$ cat config.mk
export PLATFORM = sky130hd
export DESIGN_NAME = mnr_pick
export DESIGN_NICKNAME = d
export VERILOG_FILES = /design/src/mnr_pkg.sv /design/src/mnr_pick.sv
export SDC_FILE = /design/constraint.sdc
export NUM_CORES = 1
export LEC_CHECK = 0
export ABC_AREA = 1
export BUFFER_PORTS_ARGS = -buffer_cell sky130_fd_sc_hd__buf_2
export CAP_MARGIN = 20
export CELL_PAD_IN_SITES_DETAIL_PLACEMENT = 1
export CELL_PAD_IN_SITES_GLOBAL_PLACEMENT = 2
export CORE_MARGIN = 4
export CORE_UTILIZATION = 35
export CTS_BUF_LIST = sky130_fd_sc_hd__clkbuf_8 sky130_fd_sc_hd__clkbuf_16
export DETAILED_ROUTE_END_ITERATION = 10
export PLACE_DENSITY_LB_ADDON = 0.15
export SLEW_MARGIN = 30
export SYNTH_ARGS = -nofsm -noshare
export SYNTH_HDL_FRONTEND = slang
export SYNTH_SLANG_ARGS = --single-unit
$ cat constraint.sdc
create_clock -name clk -period 3.7 [get_ports clk]
set_clock_uncertainty 0.15 [all_clocks]
set_input_delay 0.37 -clock clk [delete_from_list [all_inputs] [get_ports clk]]
set_output_delay 0.37 -clock clk [all_outputs]
set_load 0.03 [all_outputs]
$ cat src/mnr_pkg.sv
`default_nettype none

package mnr_pkg;

	// Sizing of the particle set and of the weights.
	localparam int PARTICLE_COUNT = 256;
	localparam int WEIGHT_BITS    = 16;

	// Fixed widths of the request and result fields.
	localparam int OP_BITS      = 2;
	localparam int IN_WT_BITS   = 16;
	localparam int RAND_BITS    = 16;
	localparam int POS_BITS     = 8;
	localparam int OUT_IDX_BITS = 8;
	localparam int NORM_BITS    = 16;
	localparam int STATUS_BITS  = 2;

	// Fixed-point full scale: 65535 stands for one.
	localparam int SCALE_BITS = 16;
	localparam int FULL_SCALE = (1 << SCALE_BITS) - 1;

	// Derived widths.
	localparam int IDX_BITS      = $clog2(PARTICLE_COUNT);
	localparam int CNT_BITS      = $clog2(PARTICLE_COUNT + 1);
	localparam int SUM_BITS      = WEIGHT_BITS + IDX_BITS;
	localparam int PROD_BITS     = RAND_BITS + SUM_BITS;
	localparam int DIVIDEND_BITS = WEIGHT_BITS + SCALE_BITS;

	// Operation carried by a request. The last code is unused and gives an
	// all-zero result without touching any state.
	typedef enum logic [OP_BITS-1:0] {
		OP_LOAD  = 2'd0,
		OP_DRAW  = 2'd1,
		OP_READ  = 2'd2,
		OP_SPARE = 2'd3
	} op_t;

	// Status carried by a result.
	typedef enum logic [STATUS_BITS-1:0] {
		ST_OK   = 2'd0,
		ST_ZERO = 2'd1,
		ST_FULL = 2'd2
	} status_t;

endpackage

`default_nettype wire

$ cat src/mnr_pick.sv
`default_nettype none

module mnr_pick (
	input  wire logic                         clk,
	input  wire logic                         arst_n,
	input  wire logic                         start,
	input  wire logic [mnr_pkg::RAND_BITS-1:0] rand_val,
	input  wire logic [mnr_pkg::SUM_BITS-1:0]  total,
	output logic                              done,
	output logic [mnr_pkg::SUM_BITS-1:0]      pick
);
	import mnr_pkg::*;

	localparam int ACC_BITS = PROD_BITS + 1;

	logic                 valid_s1, valid_s2, valid_s3;
	logic [PROD_BITS-1:0] x_s1, x_s2;
	logic [SUM_BITS-1:0]  est_s2;
	logic [SUM_BITS-1:0]  pick_s3;
	logic [ACC_BITS-1:0]  acc;
	logic [ACC_BITS-1:0]  est_scaled;
	logic [ACC_BITS-1:0]  rem;
	logic                 bump;

	// x / 65535 is x / 2^16 * (1 + 2^-16 + 2^-32 + ...). The truncated series
	// lands on the true quotient or one below it; the remainder check fixes that.
	assign acc = ACC_BITS'(x_s1) + ACC_BITS'(x_s1 >> SCALE_BITS)
		+ ACC_BITS'(x_s1 >> (2 * SCALE_BITS));

	assign est_scaled = (ACC_BITS'(est_s2) << SCALE_BITS) - ACC_BITS'(est_s2);
	assign rem        = ACC_BITS'(x_s2) - est_scaled;
	assign bump       = (rem >= ACC_BITS'(FULL_SCALE));

	always_ff @(posedge clk or negedge arst_n) begin
		if (!arst_n) begin
			valid_s1 <= 1'b0;
			valid_s2 <= 1'b0;
			valid_s3 <= 1'b0;
		end else begin
			valid_s1 <= start;
			valid_s2 <= valid_s1;
			valid_s3 <= valid_s2;
		end
	end

	always_ff @(posedge clk) begin
		x_s1    <= PROD_BITS'(rand_val) * PROD_BITS'(total);
		x_s2    <= x_s1;
		est_s2  <= SUM_BITS'(acc >> SCALE_BITS);
		pick_s3 <= est_s2 + SUM_BITS'(bump);
	end

	assign done = valid_s3;
	assign pick = pick_s3;

endmodule

`default_nettype wire

### Yosys cells after proc, flatten, opt, wreduce, memory -nomap -nowiden

Index checks and enable logic that the tools add are counted.

| operators by class | value |
|---|---|
| $add $sub $neg | 5 |
| multiply operators | 1 |
| divide/modulo/power cells | 0 |
| order comparisons | 1 |
| eq/ne operators | 0 |
| shift operators | 0 |
| muxes and demuxes | 0 |
| bitwise logic cells | 0 |
| reductions and logical operators | 0 |

Operators with widths:

| cell | count |
|---|---|
| 41-bit by 16-bit greater-or-equal comparator with 1-bit output (second input constant) | 1 |
| 40-bit by 24-bit subtractor with 41-bit output | 1 |
| 40-bit by 41-bit subtractor with 41-bit output | 1 |
| 40-bit by 24-bit adder with 40-bit output | 1 |
| 40-bit by 8-bit adder with 40-bit output | 1 |
| 16-bit by 24-bit multiplier with 40-bit output | 1 |
| 24-bit by 1-bit adder with 24-bit output | 1 |

| storage, ports and cells | value |
|---|---|
| flip-flop bits (word level) | 131 |
| latch bits | 0 |
| memory bits (writable) | 0 |
| bits in read-only memories | 0 |
| input bits | 43 |
| output and inout bits | 25 |
| logic and storage cells | 14 |
| memories kept | 0 |

### Logic depth before layout (Yosys ltp)

| depth | value |
|---|---|
| depth after elaboration | 4 |
| depth in mapped cells | 33 |
| mapped depth without buffers | 33 |

### Worst setup path before layout

Ideal clock, no wire load.

| path | value |
|---|---|
| kind | input to register |
| start | in total[16] (netlist bit) |
| end | reg x_s1[35] |
| setup time | 0.120 ns |
| arrival time | 5.690 ns |
| data required time | 3.430 ns |
| path slack | -2.260 ns |
| stages on the path | 24 |
| buffers on the path | 2 |
| cells stage by stage | clkbuf_1 > clkbuf_1 > nand2_1 > fa_1 > inv_1 > fa_1 > inv_1 > fa_1 > inv_1 > fa_1 > fa_1 > inv_1 > fa_1 > inv_1 > ha_1 > nand2_1 > nor2_1 > inv_1 > nor2_1 > inv_1 > o21ai_0 > a31oi_1 > o211ai_1 > nand2_1 |

| between the ends | value |
|---|---|
| cells in the longest elaborated chain, start to end | 1 |

Ends and longest elaborated chain:

| item | RTL line | RTL |
|---|---|---|
| start: declaration | mnr_pick.sv:8 | `input wire logic [mnr_pkg::SUM_BITS-1:0] total,` |
| 16-bit by 24-bit multiplier with 40-bit output | mnr_pick.sv:47 | `x_s1 <= PROD_BITS'(rand_val) * PROD_BITS'(total);` |
| end signal: assignment | mnr_pick.sv:47 |  |
| end: declaration | mnr_pick.sv:17 | `logic [PROD_BITS-1:0] x_s1, x_s2;` |

Every way passes these cells.

### Final worst setup path

| path | value |
|---|---|
| start | in rand_val[6] (netlist bit) |
| end | reg x_s1[35] |

| between the ends | value |
|---|---|
| cells in the longest elaborated chain, start to end | 1 |

Ends and longest elaborated chain:

| item | RTL line | RTL |
|---|---|---|
| start: declaration | mnr_pick.sv:7 | `input wire logic [mnr_pkg::RAND_BITS-1:0] rand_val,` |
| 16-bit by 24-bit multiplier with 40-bit output | mnr_pick.sv:47 |  |

Every way passes these cells.

==> flow_summary.toml <==
[placement]
dpl_cell_area_mm2 = 0.0267
portBuffers = 67
gp_congestion = 0.901
place_hpwl_um = 65900

[flow_run]
cap_violations = 0

[worst_setup_path]
worst-path-max-fanout = 5
critPathCaptureType = "register"
worst_setup_path_start_kind = "input port"
critPathRequiredTime_ns = 3.88
path_cells = "buf_12 > buf_12 > buf_6 > nand2_4 > inv_2 > fa_2 > inv_2 > fa_2 > fa_2 > fa_1 > fa_2 > fa_2 > inv_2 > ha_4 > nand2_4 > nor2_2 > inv_1 > o21ai_1 > inv_1 > o21ai_4 > a31oi_4 > o211ai_1 > nand2_1"
cp_slowest_cell = "fa_2"
crit_top_cell = "fa_2"
path_buf_inv = 8
path_class = "in -> reg"
cp.arrival_ns = 5.51
crit_path_max_incr_delay_ns = 0.58
crit_family = "adder cells"

[logic_synthesis]
syn_area_mm2 = 0.0216
syn_inst = 2964
synth-main-ff-cell = "dfxtp_1"
synth_top_cell_area_share_pct = 29.8
synth_edf_count = 0
syn_nets = 3553
postSynthAreaPerCell_um2 = 7.28
synth_seq_area_share_pct = 12.2
yosysTopAreaCell = "fa_1"
yosys-top-cells-area = "fa_1 (30%), nand2_1 (14%), inv_1 (14%)"
yosys_warnings = 0
postSynth.asyncResetShare_pct = 2.29
synth-seq-cells = 131
synth.distinct_cells = 39

[routing]
avgViaCountPerCell = 4.73
first_pass_iters = 5
wl_um = 77100
route.detailed.drc = 0
post_drt_wl_per_cell_um = 18.1
ant_nets = 0
num_vias = 20100
drtIter0Drc = 675

[cts]
htree_levels = 4
numCtsBuffers = 17
clk_pin_slew_ns = 0.07
insertion_delay_ns = 0.44
cts.sinks = 131
cts_buffer_depth = 2
root_buffer = "clkbuf_16"
cts_tree = "done"

[finish]
area_growth_pct = 36.9
fill_cells = 7453
seq_area_mm2 = 0.00266
layout-drive-gt1-share_pct = 28.3
multi_input_area_mm2 = 0.0176
nets = 4043
design_area_mm2 = 0.0295
diodes = 0

[global_route]
gr-total-overflow = 0
grt_usage_pct = 23.1
grt_pass1_vias = 23100
grt_pass1_wl_um = 122000
grt_start_max_net_pins = 18
antenna_found_initial = 0

[sta]
slew_viol_final = 0
setup_tns_ns = -57.67
layout_setup_ws_ns = -1.63
fmax_ghz = 0.188
whs_ns = 0.108
finalHoldViolations = 0
fin_crit_ns = 5.33
relSlewSlack_pct = 66.3
rsz0062_at_grt = "true"
finalCritPeriodShare_pct = 144
finalSetupViolCount = 55
max_slew.worst_pin.slew_ns = 0.505

[floorplanning]
pin_count = 68
start_util_pct = 35.6
core_mm2 = 0.0607
dieHeight_um = 256
die-area_mm2 = 0.0657
core.rowCount = 90
fp.dieW_um = 256

[hold_path]
hold_path_class = "in -> async"

[run_status]
status = "finished, violations left"
violations = "setup timing"
-- cells in the mapped netlist, drive strengths merged, types with 10 or more instances --
library cell  count
ha              225
dfxtp           128
a31oi            18
nand4            15
nor3             31
inv             792
a21oi           108
nor2            176
o21ai            54
nand3            67
clkbuf           80
o21bai           12
nand2           809
xnor2            20
xor2             61
nand3b           10
fa              321
-- stage by stage --
step           utilization (%)  worst slack (ns)  cells
2_1_floorplan                -             -1.60   2964
3_3_place_gp              44.0             -2.22   4151
3_5_place_dp              44.0             -2.26   4151
4_1_cts                   47.6             -1.51   4235
5_1_grt                   48.7             -1.75   4249
6_report                  48.7             -1.63   4249
-- placed cells by master, fill, tap and decap left out, types with 14 or more instances in the layout --
| cell | Yosys | layout |
|---|---|---|
| ha_4 | 0 | 43 |
| nand2_4 | 0 | 31 |
| dfxtp_2 | 0 | 14 |
| inv_2 | 0 | 76 |
| xor2_1 | 61 | 52 |
| nand3_1 | 61 | 54 |
| buf_6 | 0 | 73 |
| clkbuf_16 | 0 | 18 |
| o21ai_0 | 47 | 32 |
| buf_4 | 0 | 410 |
| fa_1 | 321 | 295 |
| dfxtp_1 | 128 | 114 |
| fa_2 | 0 | 26 |
| inv_1 | 792 | 714 |
| a21oi_2 | 0 | 17 |
| nand2_2 | 1 | 61 |
| nor3_1 | 26 | 21 |
| nor2_4 | 2 | 17 |
| buf_12 | 0 | 20 |
| buf_2 | 0 | 33 |
| nand4_1 | 15 | 15 |
| a21oi_1 | 108 | 73 |
| nor2_1 | 172 | 135 |
| nand2_1 | 808 | 716 |
| ha_1 | 225 | 180 |
| a21oi_4 | 0 | 18 |
| nor2_2 | 2 | 24 |
-- worst paths after layout --
kind	slack, ns	cells past startpoint	to	startpoint
setup / recovery	-1.63	23	x_s1[35]	rand_val[6]
hold / removal	0.11	2	valid_s1	arst_n
setup reg to reg	-1.06	31	pick[22]	est_s2[2]
hold reg to reg	0.20	0	valid_s2	valid_s1
max in group asynchronous	3.19	2	valid_s2	arst_n
min in group clk	0.20	0	valid_s2	valid_s1
-- area by class of cell --
cell class | count | share of cell area [%]
Multi-Input combinational cell | 1961 | 59.6
Sequential cell | 131 | 8.99
Timing Repair Buffer | 551 | 16.0
Clock inverter | 15 | 0.656
Clock buffer | 17 | 1.44
Tap cell | 782 | 3.31
Inverter | 792 | 10.1
-- per-layer routing --
layer  GRT usage (%)  up-vias  share of wire, %
met5               0        -                 0
met4            5.65        0               2.5
met3            1.41       98               1.3
met2            45.4      196                54
met1            27.4    10100                42
li1                -     9682                 -
-- flip-flops by register name, summed over array words and instances (netlist names) --
signal / cells
valid_s2: 1
x_s2: 40
done: 1
x_s1: 40
valid_s1: 1
pick: 24
est_s2: 24
-- kinds of logic (layout without fill, tap and decap cells) --
group                      Yosys count  count (layout)  synth area share, %
DFF                                131             131                 12.2
and+or+nand+nor                   1117            1117                 20.9
xor gates and xnor gates            81              81                 3.29
adders and majority gates          546             546                 42.8
AOI/OAI and AO/OA                  217             217                 5.61
buffers and inverters              872            1375                 15.2
-- timing repair --
action                                 4_1_cts  5_1_grt
resized for setup                          307      154
endpoints found under the hold margin        4        0
cloned                                       1        1
setup endpoints to repair                   57       58
hold buffers                                 2        0
setup buffers                               51       18
pin swaps                                  139       96
Power is left out: the tool's default activity adds up to more than one toggle a clock period on the data nets, which glitch-free logic cannot reach.
