## src/mnr_pkg.sv

```systemverilog
`default_nettype none

package mnr_pkg;

	// Sizing of the particle set and of the weights.
	localparam int PARTICLE_COUNT = 256;
	localparam int WEIGHT_BITS    = 16;

	// Fixed widths of the request and result fields.
	localparam int OP_BITS      = 2;
	localparam int IN_WT_BITS   = 16;
	localparam int RAND_BITS    = 16;
	localparam int POS_BITS     = 8;
	localparam int OUT_IDX_BITS = 8;
	localparam int NORM_BITS    = 16;
	localparam int STATUS_BITS  = 2;

	// Fixed-point full scale: 65535 stands for one.
	localparam int SCALE_BITS = 16;
	localparam int FULL_SCALE = (1 << SCALE_BITS) - 1;

	// Derived widths.
	localparam int IDX_BITS      = $clog2(PARTICLE_COUNT);
	localparam int CNT_BITS      = $clog2(PARTICLE_COUNT + 1);
	localparam int SUM_BITS      = WEIGHT_BITS + IDX_BITS;
	localparam int PROD_BITS     = RAND_BITS + SUM_BITS;
	localparam int DIVIDEND_BITS = WEIGHT_BITS + SCALE_BITS;

	// Operation carried by a request. The last code is unused and gives an
	// all-zero result without touching any state.
	typedef enum logic [OP_BITS-1:0] {
		OP_LOAD  = 2'd0,
		OP_DRAW  = 2'd1,
		OP_READ  = 2'd2,
		OP_SPARE = 2'd3
	} op_t;

	// Status carried by a result.
	typedef enum logic [STATUS_BITS-1:0] {
		ST_OK   = 2'd0,
		ST_ZERO = 2'd1,
		ST_FULL = 2'd2
	} status_t;

endpackage

`default_nettype wire

```

## src/mnr_divider.sv

```systemverilog
`default_nettype none

module mnr_divider (
	input  wire logic                              clk,
	input  wire logic                              arst_n,
	input  wire logic                              start,
	input  wire logic [mnr_pkg::DIVIDEND_BITS-1:0] dividend,
	input  wire logic [mnr_pkg::SUM_BITS-1:0]      divisor,
	output logic                                   done,
	output logic [mnr_pkg::SCALE_BITS-1:0]         quotient
);
	import mnr_pkg::*;

	localparam int STEP_BITS = $clog2(SCALE_BITS + 1);

	logic                  busy_q;
	logic                  done_q;
	logic [STEP_BITS-1:0]  count_q;
	logic [SUM_BITS-1:0]   rem_q;
	logic [SUM_BITS-1:0]   dvs_q;
	logic [SCALE_BITS-1:0] low_q;
	logic [SUM_BITS:0]     trial;
	logic                  fits;

	// The caller guarantees the quotient fits in SCALE_BITS, so the high part
	// of the dividend starts out below the divisor and only the low bits step.
	assign trial = {rem_q, low_q[SCALE_BITS-1]};
	assign fits  = (trial >= {1'b0, dvs_q});

	always_ff @(posedge clk or negedge arst_n) begin
		if (!arst_n) begin
			busy_q  <= 1'b0;
			done_q  <= 1'b0;
			count_q <= '0;
		end else begin
			done_q <= 1'b0;
			if (start) begin
				busy_q  <= 1'b1;
				count_q <= STEP_BITS'(SCALE_BITS);
			end else if (busy_q) begin
				count_q <= count_q - 1'b1;
				if (count_q == STEP_BITS'(1)) begin
					busy_q <= 1'b0;
					done_q <= 1'b1;
				end
			end
		end
	end

	always_ff @(posedge clk) begin
		if (start) begin
			rem_q <= SUM_BITS'(dividend >> SCALE_BITS);
			low_q <= dividend[SCALE_BITS-1:0];
			dvs_q <= divisor;
		end else if (busy_q) begin
			rem_q <= SUM_BITS'(fits ? trial - {1'b0, dvs_q} : trial);
			low_q <= {low_q[SCALE_BITS-2:0], fits};
		end
	end

	assign done     = done_q;
	assign quotient = low_q;

	a_start_when_free: assert property (@(posedge clk) disable iff (!arst_n)
		start |-> !busy_q)
		else $error("divider started while busy");

endmodule

`default_nettype wire

```

## config.mk

```make
export PLATFORM = sky130hd
export DESIGN_NAME = mnr_divider
export DESIGN_NICKNAME = d
export VERILOG_FILES = /design/src/mnr_pkg.sv /design/src/mnr_divider.sv
export SDC_FILE = /design/constraint.sdc
export NUM_CORES = 1
export LEC_CHECK = 0
export BUFFER_PORTS_ARGS = -buffer_cell sky130_fd_sc_hd__buf_2
export CORE_MARGIN = 4
export CORE_UTILIZATION = 51
export DETAILED_ROUTE_END_ITERATION = 6
export PLACE_DENSITY = 0.88
export RECOVER_POWER = 100
export SLEW_MARGIN = 20
export SYNTH_ARGS = -nofsm -noshare
export SYNTH_HDL_FRONTEND = slang
export SYNTH_SLANG_ARGS = --single-unit
export TNS_END_PERCENT = 30
```

## constraint.sdc

```tcl
create_clock -name clk -period 2.5 [get_ports clk]
set_input_delay 0.5 -clock clk [delete_from_list [all_inputs] [get_ports clk]]
set_output_delay 0.5 -clock clk [all_outputs]
set_load 0.01 [all_outputs]
```

# Word level (Yosys, flattened, before mapping)
# Cells that the tools add are included.
# op_classes
n_mux	13
order_cmp	1
addsub	2
n_reduce_logical	1
eq_ne	1
# op_table
op	count
$mux 16	4
$ge 25x24->1	1
$mux 24	1
$sub 24x24->24	1
$mux 5	2
$mux 1	6
$eq 5x1->1 const B	1
$sub 5x1->5 const B	1
$reduce_bool 2->1	1
# word_totals
register_bits	71
in_bits	59

# Longest topological paths before layout
# Gate-level depths: netlist (run 1).
# depth
depth_word	4
depth_mapped	13
mapped_depth_nobuf	12

# Least setup slack after synthesis (run 1)
# Ideal clock, no wire load.
# synth_path
path_type	reg2reg
start	reg low_q[15], in the netlist quotient[15]
end	reg rem_q[14] (data pin)
setup_slack_ps	-262
period_less_slack_ps	2762
setup_time_ps	272
arrival_ps	2490
path_stages_with_launch	13
path_buffers	0
path_cell_list	edfxtp_1 inv_1 ha_1 inv_1 fa_1 a21o_1 a221oi_2 nor2_1 o41ai_2 nor2_1 nor2_1 xor2_1 o311ai_2
# synth_between
elab_chain_len	4
# synth_lines
item	line_no	source
start, declared	mnr_divider.sv:21	logic [SCALE_BITS-1:0] low_q;
start signal, assigned	mnr_divider.sv:53	low_q <= dividend[SCALE_BITS-1:0];
start signal, assigned	mnr_divider.sv:57	low_q <= {low_q[SCALE_BITS-2:0], fits};
$sub 24x24->24 or $ge 25x24->1 (tied branches)	mnr_divider.sv:56, mnr_divider.sv:28	
$mux 24 *	mnr_divider.sv:56	rem_q <= SUM_BITS'(fits ? trial - {1'b0, dvs_q} : trial);
$mux 16 *	mnr_divider.sv:55	end else if (busy_q) begin
$mux 16 *	mnr_divider.sv:51	if (start) begin
end signal, assigned	mnr_divider.sv:52	rem_q <= SUM_BITS'(dividend >> SCALE_BITS);
end signal, assigned	mnr_divider.sv:56	
end, declared	mnr_divider.sv:19	logic [SUM_BITS-1:0] rem_q;
# Every way passes the cells marked *; elsewhere a longest branch is shown, timed or not. The select of a mux whose other input is x is not followed.
# A chain may end at the register's enable or synchronous reset.

# Final worst setup path (run 1)
# Same ends and word-level chain as after synthesis.

==> results.md, run 1 <==
- Status: complete, but fails checks
- Failing checks: setup timing
- Comb pwr share: a little under three fifths
- Clk pwr share: 16.7%
- Vias per cell: around 5.8
- Slew headroom: 58.07%
- WL/cell: 17.60 um
- Synth unique cells: 60
- Largest stage delay on the critical path: 0.40 ns
- Ys flop type: edfxtp_1
- Post-Syn Area: 0.004429 mm^2
- Sequential power share: around a quarter
- Reg clk slew, reported paths: approximately 0.080 ns
- 1st-iter DRT viols: 209
- Global-route wire length before repair: 17860 um
- Worst hold-check path type: input pin to flop
- Maxcap violations: 0
- Setup TNS: -3.946 ns
- Commonest non-fill, non-tap cell in the layout: buf_2
- Io pins: 76
- Final net count: 621
- DRT Wirelength: approximately 11000 um
- FMAX: ~360 MHz
- Clock sinks: between 70 and 80
- Startpoint Class: flop
- Final setup skew: 0.01149 ns
- Share of cells above drive strength 1: between 40% and 50%
- CTS tree: yes
- Tcrit/Tclk final: 110.3%
- Critical path type: flop to flop
- Syn_nets: 494
- Number of synthesized flops with an enable pin: 56
- Gr ovfl total: 0
- Initial antenna violation count: 0
- Clock root cell: clkbuf_8
- Mapped Avg Cell Area: around 11 um^2
- RSZ-0062 raised after global routing: yes
- Critical path's top delay family: compound AO/OA/AOI/OAI gates
- Core Rows: 33
- Via Count: 3749
- CP Data Required Time: ~2.6 ns
- Critical Path End Type: flop
- Final Hold Viols: 0
- Int Pwr: 4.107 mW
- Commonest cells after routing, fill and taps aside: buf_2 (73), buf_4 (60), edfxtp_1 (56)
- WP buf/inv: 3
- Seq cells post-synth: 71
- Crit path top cell by count: nor2_1
- Largest family of logic cells by synthesized area: compound AO/OA/AOI/OAI gates
- Register area share after synthesis: between 40% and 50%
- Net Sw Frac: 39.48%
- Simple-Gate Fraction of Synth Area: 13.50%
- Mux share of post-synthesis cell area: 5.282%
- Adder-cell share of the synthesized area: 7.797%
- RePlAce Congestion: 0.8820
- Starting density of the core: 53.11%
- Synth Area in Compound Gates: roughly 18%
- Least-Margin Pin Slew: about 0.63 ns
- Synth Area in XOR/XNOR: 4.746%
- Die W: between 100 and 150 um
- Critical-path top delay cell: edfxtp_1
- Clock Latency Late Sink: about 0.37 ns
- Tot GR Track Use: 22.09%
- P_leak: 2.543 nW
- DR pass1 iterations: 7
- Detailed Place HPWL: 7655 um
- Clock Path Buffers: 2
- CP arrival: 2.87 ns
- Pin count of the biggest net entering global routing: 59
- # setup viols final: 25
- Switching power: 2.679 mW
- Pwr per Cell Area: 1182 mW/mm^2
- CP Max Fanout: 3
- Die area: 0.01024 mm^2
- H-tree lvl count: 3
- Synth warn: 0
- Vias in the first global route: between 3000 and 4000
- Syn Inst Count: around 410
- FFs w/ async S/R, synth: about a tenth
- Ant diodes: 0
- Min setup slack post-route: -0.2587 ns
- Pre-CTS WS: -0.2553 ns
- Max-slew violation count: 0
- Worst path cell trace: inv_1, ha_2, inv_2, fa_2, a21o_1, a221oi_2, buf_4, nor2_4, o41ai_4, nor2_1, nor2_1, xor2_1, o311ai_2
- Drc violations: 0
- Total CTS buffers: 9
- Core Area: around 0.0083 mm^2
- IO Port Bufs: between 70 and 80
- Routed Antenna Nets: 0
- Die H: 101.2 um
- Fin crit period: 2.759 ns
- Area Overhead vs Synth: 29.60%
- Maximum VDD drop: 0.6531 mV
-- worst register-to-register path: stages (launching register included) --
cell and delay, ns:
edfxtp_1 0.40, inv_1 0.08, ha_2 0.18, inv_2 0.04, fa_2 0.33, a21o_1 0.19
a221oi_2 0.25, buf_4 0.18, nor2_4 0.05, o41ai_4 0.31, nor2_1 0.08, nor2_1 0.15
xor2_1 0.19, o311ai_2 0.09
-- area by class of cell --
class	instances	area [um^2]
multi-input cells	284	2350
clock buffers	9	123.9
well taps	105	131.4
flip-flops and latches	71	2017
inverters	31	116.4
clock inverters	7	121.4
fillers	550	2600
repair buffers	138	880.8
-- cells by family (layout without fill, tap and decap cells) --
kind of cell             count (synthesis)  in the layout
AND/OR/NAND/NOR                        120            121
AO/OA/AOI/OAI                           91             91
flip-flops                              71             71
buffers and inverters                   54            185
adder cells (fa/ha/maj)                 27             27
XOR/XNOR                                24             24
multiplexers                            21             21
-- registers in the layout, summed over array words and instances, names as in the netlist --
register,count
rem_q,24
done,1
quotient,16
count_q,5
dvs_q,24
busy_q,1
-- path summary, 6_finish.rpt --
kind	from	end	slack, ns	depth (start not counted)
hold reg to reg	rem_q[16]	rem_q[17]	0.54	2
setup reg to reg	quotient[15]	rem_q[14]	-0.26	13
max in group asynchronous	arst_n	done	1.68	2
hold / removal	divisor[13]	dvs_q[13]	0.30	1
min in group asynchronous	arst_n	count_q[3]	0.56	2
setup / recovery	quotient[15]	rem_q[14]	-0.26	13
-- stage by stage --
stage | instances | total power [mW] | hold slack (ns) | util (%) | cell area (um^2)
2_1_floorplan | 408 | 4.029 | 0.2044 | - | 4442
3_3_place_gp | 616 | 5.002 | 0.3329 | 62.80 | 5238
3_5_place_dp | 616 | 5.156 | 0.3376 | 62.80 | 5238
4_1_cts | 638 | 6.489 | 0.2946 | 67.16 | 5602
5_1_grt | 645 | 7.149 | 0.2873 | 68.83 | 5741
6_report | 645 | 6.786 | 0.2997 | 68.83 | 5741
-- power groups by stage --
stage          clock network [mW]  logic [mW]  registers (mW)
2_1_floorplan                   0        2.23            1.80
6_report                     1.13        3.84            1.81
3_3_place_gp                    0        3.20            1.80
3_5_place_dp                    0        3.33            1.82
4_1_cts                      1.15        3.55            1.80
5_1_grt                      1.20        4.11            1.84
-- repair_timing --
item                                    in CTS  in global routing
endpoints found under the setup margin      25                 25
gates resized for setup                     15                 17
endpoints found under the hold margin        7                  0
pin swaps                                    1                 18
hold buffers                                 1                  0
gates cloned                                 1                  0
setup buffers                                4                  7
-- synthesized netlist by cell type, drive strengths merged, types with 10 or more instances --
| library cell | count | area [um^2] |
|---|---|---|
| xnor2 | 13 | 113.9 |
| mux2 | 19 | 214.0 |
| o311ai | 10 | 162.7 |
| nand3b | 10 | 75.07 |
| nor2 | 24 | 90.09 |
| ha | 26 | 325.3 |
| a21o | 13 | 97.59 |
| inv | 31 | 116.4 |
| xor2 | 11 | 96.34 |
| o21ai | 11 | 55.05 |
| a21oi | 25 | 128.9 |
| edfxtp | 56 | 1682 |
| buf | 15 | 91.34 |
| nand2 | 43 | 163.9 |
-- per-layer routing --
layer	GRT usage, %	vias to the layer above	share of wire [%]
met5	0	-	0
met1	26.09	1826	39
met2	37.98	136	52
met4	8.793	0	2.9
li1	-	1757	-
met3	6.198	30	6.0
(Power assumes the default switching activity.)
==> run 2, diff against run 1 <==
Settings changed: MAX_ROUTING_LAYER from default to met4.
==> results.md, run 2 (synthesis gave the netlist of run 1 again) <==
- Status: complete, but fails checks (unchanged)
- Failing checks: setup timing (unchanged)
- Clock root cell: clkbuf_8 (unchanged)
- Fin crit period: 2.696 ns (was 2.759 ns)
- Critical Path End Type: flop (unchanged)
- Gr ovfl total: 0 (unchanged)
- Final setup skew: 0.01053 ns (was 0.01149 ns)
- Max-slew violation count: 0 (unchanged)
- Clock Path Buffers: 2 (unchanged)
- CTS tree: yes (unchanged)
- Tcrit/Tclk final: 107.8% (was 110.3%)
- Io pins: 76 (unchanged)
- Least-Margin Pin Slew: 0.5036 ns (was 0.6266 ns)
- IO Port Bufs: 75 (unchanged)
- CP Max Fanout: 5 (was 3)
- Die area: 0.01024 mm^2 (unchanged)
- # setup viols final: 24 (was 25)
- WHS: 0.3073 ns (was 0.2997 ns)
- Largest stage delay on the critical path: 0.48 ns (was 0.40 ns)
- Int Pwr: 4.050 mW (was 4.107 mW)
- Detailed Place HPWL: 7782 um (was 7655 um)
- Starting density of the core: 53.11% (unchanged)
- Finished Core Util: 68.95% (was 68.83%)
- Maxcap violations: 0 (unchanged)
- Via Count: 3767 (was 3749)
- Startpoint Class: flop (unchanged)
- Pwr per Cell Area: 1175 mW/mm^2 (was 1182 mW/mm^2)
- R2R Setup Slk: -0.20 ns (was -0.26 ns)
- Drc violations: 0 (unchanged)
- Min setup slack post-route: -0.1958 ns (was -0.2587 ns)
- Initial antenna violation count: 0 (unchanged)
- CP arrival: 2.81 ns (was 2.87 ns)
- Vias in the first global route: 3967 (was 3871)
- Core Rows: 33 (unchanged)
- Global-route wire length before repair: 19270 um (was 17860 um)
- RePlAce Congestion: 0.9291 (was 0.8820)
- Worst reg2reg path depth: 9 (was 13)
- Non-filler cells, final: 649 (was 645)
- Die H: 101.2 um (unchanged)
- Core Area: 0.008341 mm^2 (unchanged)
- Comb pwr share: 57.4% (was 56.7%)
- WP buf/inv: 0 (was 3)
- Met2 GRT Util: 40.19% (was 37.98%)
- M1 GR Usage: 29.91% (was 26.09%)
- Final net count: 625 (was 621)
- Critical path's top delay family: compound AO/OA/AOI/OAI gates (unchanged)
- GR Layer Usage met3: 4.959% (was 6.198%)
- Commonest cells after routing, fill and taps aside: buf_2 (73), buf_4 (63), edfxtp_1 (56) (was buf_2 (73), buf_4 (60), edfxtp_1 (56))
- GRT busiest layer: met2 (unchanged)
- Critical path type: flop to flop (unchanged)
- Total CTS buffers: 9 (unchanged)
- Sequential power share: 26.7% (was 26.6%)
- CP Data Required Time: 2.61 ns (was 2.62 ns)
- Slew headroom: 66.30% (was 58.07%)
- Routed Antenna Nets: 0 (unchanged)
- FMAX: 370.9 MHz (was 362.5 MHz)
- 1st-iter DRT viols: 211 (was 209)
- Crit Reg-Reg Startpoint: rem_q[2] (was quotient[15])
- Share of cells above drive strength 1: 41.36% (was 41.11%)
- P_leak: 2.547 nW (was 2.543 nW)
- Hold Crit Start: divisor[10] (was divisor[13])
- Final Hold Viols: 0 (unchanged)
- Reg clk slew, reported paths: 0.09 ns (was 0.08 ns)
- Critical-path top delay cell: edfxtp_1 (unchanged)
- Design Power: 6.756 mW (was 6.786 mW)
- # placed instances: 619 (was 616)
- Clock Latency Late Sink: 0.36 ns (was 0.37 ns)
- Worst hold-check path type: input pin to flop (unchanged)
- DRT Wirelength: 11880 um (was 11350 um)
- Maximum VDD drop: 0.6636 mV (was 0.6531 mV)
- DR pass1 iterations: 5 (was 7)
- H-tree lvl count: 3 (unchanged)
- Switching power: 2.706 mW (was 2.679 mW)
- Worst path cell trace: ha_4, a21o_1, nand2_1, a31o_1, a211oi_2, o221ai_2, nand2_2, mux2_1, mux2_2 (was inv_1, ha_2, inv_2, fa_2, a21o_1, a221oi_2, buf_4, nor2_4, o41ai_4, nor2_1, nor2_1, xor2_1, o311ai_2)
- Pin count of the biggest net entering global routing: 68 (was 59)
- Clock sinks: 71 (unchanged)
- Hold Path Stages: 1 (unchanged)
- Clk pwr share: 15.9% (was 16.7%)
- R2R Path End: rem_q[5] (was rem_q[14])
- Net Sw Frac: 40.05% (was 39.48%)
- Ant diodes: 0 (unchanged)
- Area Overhead vs Synth: 29.83% (was 29.60%)
- Hold EP: dvs_q[10] (was dvs_q[13])
- Tot GR Track Use: 24.82% (was 22.09%)
- WL/cell: 18.31 um (was 17.60 um)
- RSZ-0062 raised after global routing: yes (unchanged)
- Commonest non-fill, non-tap cell in the layout: buf_2 (unchanged)
- Vias per cell: 5.804 (was 5.812)
- Die W: 101.2 um (unchanged)
## run 2: changes by cell type in the layout (fill, tap and decap cells not counted), sizes merged
cell      before  now
bufinv         3    2
inv           31   34
buf          136  140
clkinv         4    1
clkinvlp       0    1
## run 2: power groups by stage
stage | registers [mW] | clock network [mW] | logic [mW]
finish | 1.80 | 1.07 | 3.88
global route | 1.83 | 1.14 | 4.17
CTS | 1.79 | 1.10 | 3.72
detailed placement | 1.82 | 0 | 3.36
global placement | 1.80 | 0 | 3.27
floorplan | 1.80 | 0 | 2.23
## run 2: worst register-to-register path, delay by kind of cell (launching register included)
family          cells  cell delay [ns]
compound gates      4             0.85
simple gates        2             0.18
fa+ha+maj           1             0.35
flops               1             0.48
mux                 2             0.58
## run 2: how the worst max path moves through the flow
| stage | depth (start not counted) | startpoint | end |
|---|---|---|---|
| floorplan | 12 | quotient[15] | rem_q[14] |
| global placement | 13 | quotient[15] | rem_q[14] |
| detailed placement | 13 | quotient[15] | rem_q[14] |
| CTS | 13 | quotient[15] | rem_q[14] |
| global route | 10 | dvs_q[1] | rem_q[5] |
| finish | 9 | rem_q[2] | rem_q[5] |
## run 2: final cells by class
class                   count  area, um^2
fillers                   571        2590
multi-input cells         284        2336
flip-flops and latches     71        2017
repair buffers            142       923.4
well taps                 105       131.4
clock buffers               9       123.9
inverters                  31       116.4
clock inverters             7       102.6
## run 2: stage by stage
| step | TNS (ns) | cell area [um^2] | setup slack (ns) |
|---|---|---|---|
| 5_1_grt | -5.694 | 5751 | -0.3050 |
| 6_report | -2.803 | 5751 | -0.1958 |
| 3_5_place_dp | -3.283 | 5273 | -0.2397 |
| 2_1_floorplan | -0.9193 | 4442 | -0.1469 |
| 4_1_cts | -1.399 | 5709 | -0.1753 |
| 3_3_place_gp | -1.102 | 5273 | -0.1494 |
## run 2: per-layer routing
metal | routed length, um | vias to the layer above
met5 | 0 | -
met4 | 509 | 0
met3 | 694 | 44
met2 | 5869 | 140
met1 | 4807 | 1819
li1 | - | 1764
## run 2: repair_timing
action                                  in CTS  in global routing
buffers inserted                             9                  3
resized for setup                           23                  5
pin swaps                                   13                  6
hold buffers                                 1                  0
gates cloned                                 1                  0
endpoints found under the setup margin      25                 25
endpoints found under the hold margin        7                  0
==> run 3, diff against run 2 <==
Settings changed: SKIP_LAST_GASP from default to 1, SLEW_MARGIN 20 to 10.
==> results.md, run 3 (synthesis gave the netlist of run 1 again) <==
- Status: complete, but fails checks (unchanged)
- Failing checks: setup timing (unchanged)
- Net Sw Frac: 40.59% (was 40.05%)
- IO Port Bufs: 75 (unchanged)
- Pwr per Cell Area: 1198 mW/mm^2 (was 1175 mW/mm^2)
- CTS tree: yes (unchanged)
- Core Area: 0.008341 mm^2 (unchanged)
- Drc violations: 0 (unchanged)
- Final Hold Viols: 0 (unchanged)
- FMAX: 372.3 MHz (was 370.9 MHz)
- Storage element area: 0.002017 mm^2 (unchanged)
- Fin area: 0.005832 mm^2 (was 0.005751 mm^2)
- Reg clk slew, reported paths: 0.09 ns (about the same)
- Tot GR Track Use: 24.47% (was 24.82%)
- Clock Path Buffers: 2 (unchanged)
- Initial antenna violation count: 1 (was 0)
- Vias in the first global route: 3924 (was 3967)
- Detailed Place HPWL: 7782 um (unchanged)
- Core Rows: 33 (unchanged)
- Least-Margin Pin Slew: 1.401 ns (was 0.5036 ns)
- Clock sinks: 71 (unchanged)
- Via Count: 3867 (was 3767)
- FILL cells: 570 (was 571)
- CP arrival: 2.78 ns (was 2.81 ns)
- RePlAce Congestion: 0.9291 (unchanged)
- Startpoint Class: flop (unchanged)
- Vias per cell: 5.940 (was 5.804)
- Design Power: 6.986 mW (was 6.756 mW)
- Critical Path End Type: flop (unchanged)
- DR pass1 iterations: 5 (unchanged)
- Largest stage delay on the critical path: 0.41 ns (was 0.48 ns)
- DP Area: 0.005273 mm^2 (unchanged)
- Tcrit/Tclk final: 107.4% (was 107.8%)
- Sequential power share: 26.1% (was 26.7%)
- Critical-path top delay cell: edfxtp_1 (unchanged)
- DRT Wirelength: 12500 um (was 11880 um)
- Worst hold-check path type: input pin to flop (unchanged)
- Commonest cells after routing, fill and taps aside: buf_4 (62), buf_2 (57), edfxtp_1 (56) (was buf_2 (73), buf_4 (63), edfxtp_1 (56))
- WL/cell: 19.20 um (was 18.31 um)
- Routed Antenna Nets: 0 (unchanged)
- Commonest non-fill, non-tap cell in the layout: buf_4 (was buf_2)
- P_leak: 2.512 nW (was 2.547 nW)
- Fin crit period: 2.686 ns (was 2.696 ns)
- Critical path type: flop to flop (unchanged)
- Final net count: 626 (was 625)
- Die H: 101.2 um (unchanged)
- Footprint of the multi-input gates: 0.002429 mm^2 (was 0.002336 mm^2)
- Maxcap violations: 0 (unchanged)
- WP buf/inv: 3 (was 0)
- Clock root cell: clkbuf_8 (unchanged)
- Worst path cell trace: inv_2, ha_4, inv_2, fa_2, a21o_1, a221oi_2, buf_4, nor2_4, o41ai_4, nor2_1, nor2_1, xor2_1, o311ai_2 (was ha_4, a21o_1, nand2_1, a31o_1, a211oi_2, o221ai_2, nand2_2, mux2_1, mux2_2)
- # setup viols final: 25 (was 24)
- Total CTS buffers: 9 (unchanged)
- CP Data Required Time: 2.60 ns (was 2.61 ns)
- Comb pwr share: 58.5% (was 57.4%)
- Slew headroom: 6.568% (was 66.30%)
- CP Max Fanout: 3 (was 5)
- Clk pwr share: 15.4% (was 15.9%)
- Setup TNS: -3.010 ns (was -2.803 ns)
- Starting density of the core: 53.11% (unchanged)
- Pre-CTS WS: -0.2397 ns (unchanged)
- Die W: 101.2 um (unchanged)
- Die area: 0.01024 mm^2 (unchanged)
- Min setup slack post-route: -0.1860 ns (was -0.1958 ns)
- 1st-iter DRT viols: 261 (was 211)
- Pin count of the biggest net entering global routing: 68 (unchanged)
- Critical path's top delay family: compound AO/OA/AOI/OAI gates (unchanged)
- Maximum VDD drop: 0.6319 mV (was 0.6636 mV)
- Share of cells above drive strength 1: 39.45% (was 41.36%)
- RSZ-0062 raised after global routing: yes (unchanged)
- Gr ovfl total: 0 (unchanged)
- H-tree lvl count: 3 (unchanged)
- WHS: 0.3043 ns (was 0.3073 ns)
- # placed instances: 619 (unchanged)
- Non-filler cells, final: 651 (was 649)
- Clock Latency Late Sink: 0.36 ns (about the same)
- Int Pwr: 4.150 mW (was 4.050 mW)
- Max-slew violation count: 0 (unchanged)
- Area Overhead vs Synth: 31.67% (was 29.83%)
- Finished Core Util: 69.92% (was 68.95%)
- Final setup skew: 0.01102 ns (was 0.01053 ns)
- Switching power: 2.835 mW (was 2.706 mW)
- Global-route wire length before repair: 19010 um (was 19270 um)
- Io pins: 76 (unchanged)
## run 3: cell types whose count changed in the layout (fill, tap and decap cells not counted), moves of 4 or more
cell,before,now
clkbuf_1,1,18
buf_2,73,57
ha_1,21,16
ha_4,2,6
## run 3: final timing paths
path	startpoint	end	slack, ns	depth (start not counted)
min reg2reg	rem_q[20]	rem_q[21]	0.54	2
min	divisor[10]	dvs_q[10]	0.30	1
min in group asynchronous	arst_n	count_q[4]	0.56	2
max in group asynchronous	arst_n	done	1.68	2
max reg2reg	quotient[15]	rem_q[14]	-0.19	13
max	quotient[15]	rem_q[14]	-0.19	13
## run 3: cell type report
| type | count | share of cell area, % |
|---|---|---|
| Antenna cell | 1 | 0.04291 |
| Clock buffer | 9 | 2.124 |
| Clock inverter | 7 | 1.759 |
| Inverter | 31 | 1.995 |
| Multi-Input combinational cell | 284 | 41.64 |
| Sequential cell | 71 | 34.58 |
| Tap cell | 105 | 2.253 |
| Timing Repair Buffer | 143 | 15.60 |
## run 3: timing repair
item | CTS | global route
hold buffers | 1 | 0
cloned | 1 | 1
endpoints found under the hold margin | 7 | 0
gates resized for setup | 19 | 24
buffers inserted | 9 | 3
pin swaps | 11 | 4
setup endpoints to repair | 25 | 25
## run 3: power groups by stage
stage	logic, mW	clock network (mW)	registers [mW]
after CTS	3.68	1.10	1.79
final	4.08	1.08	1.83
after detailed placement	3.36	0	1.82
after global placement	3.27	0	1.80
after global routing	4.35	1.14	1.85
after floorplan	2.23	0	1.80
## run 3: routing by layer
| metal | wire (um) | share of wire, % | track usage (%) | vias to the layer above |
|---|---|---|---|---|
| met2 | 6290 | 50 | 39.59 | 194 |
| met5 | 0 | 0 | - | - |
| met4 | 500 | 4.0 | 10.84 | 0 |
| met3 | 763 | 6.1 | 4.752 | 43 |
| li1 | - | - | - | 1769 |
| met1 | 4945 | 40 | 29.75 | 1861 |
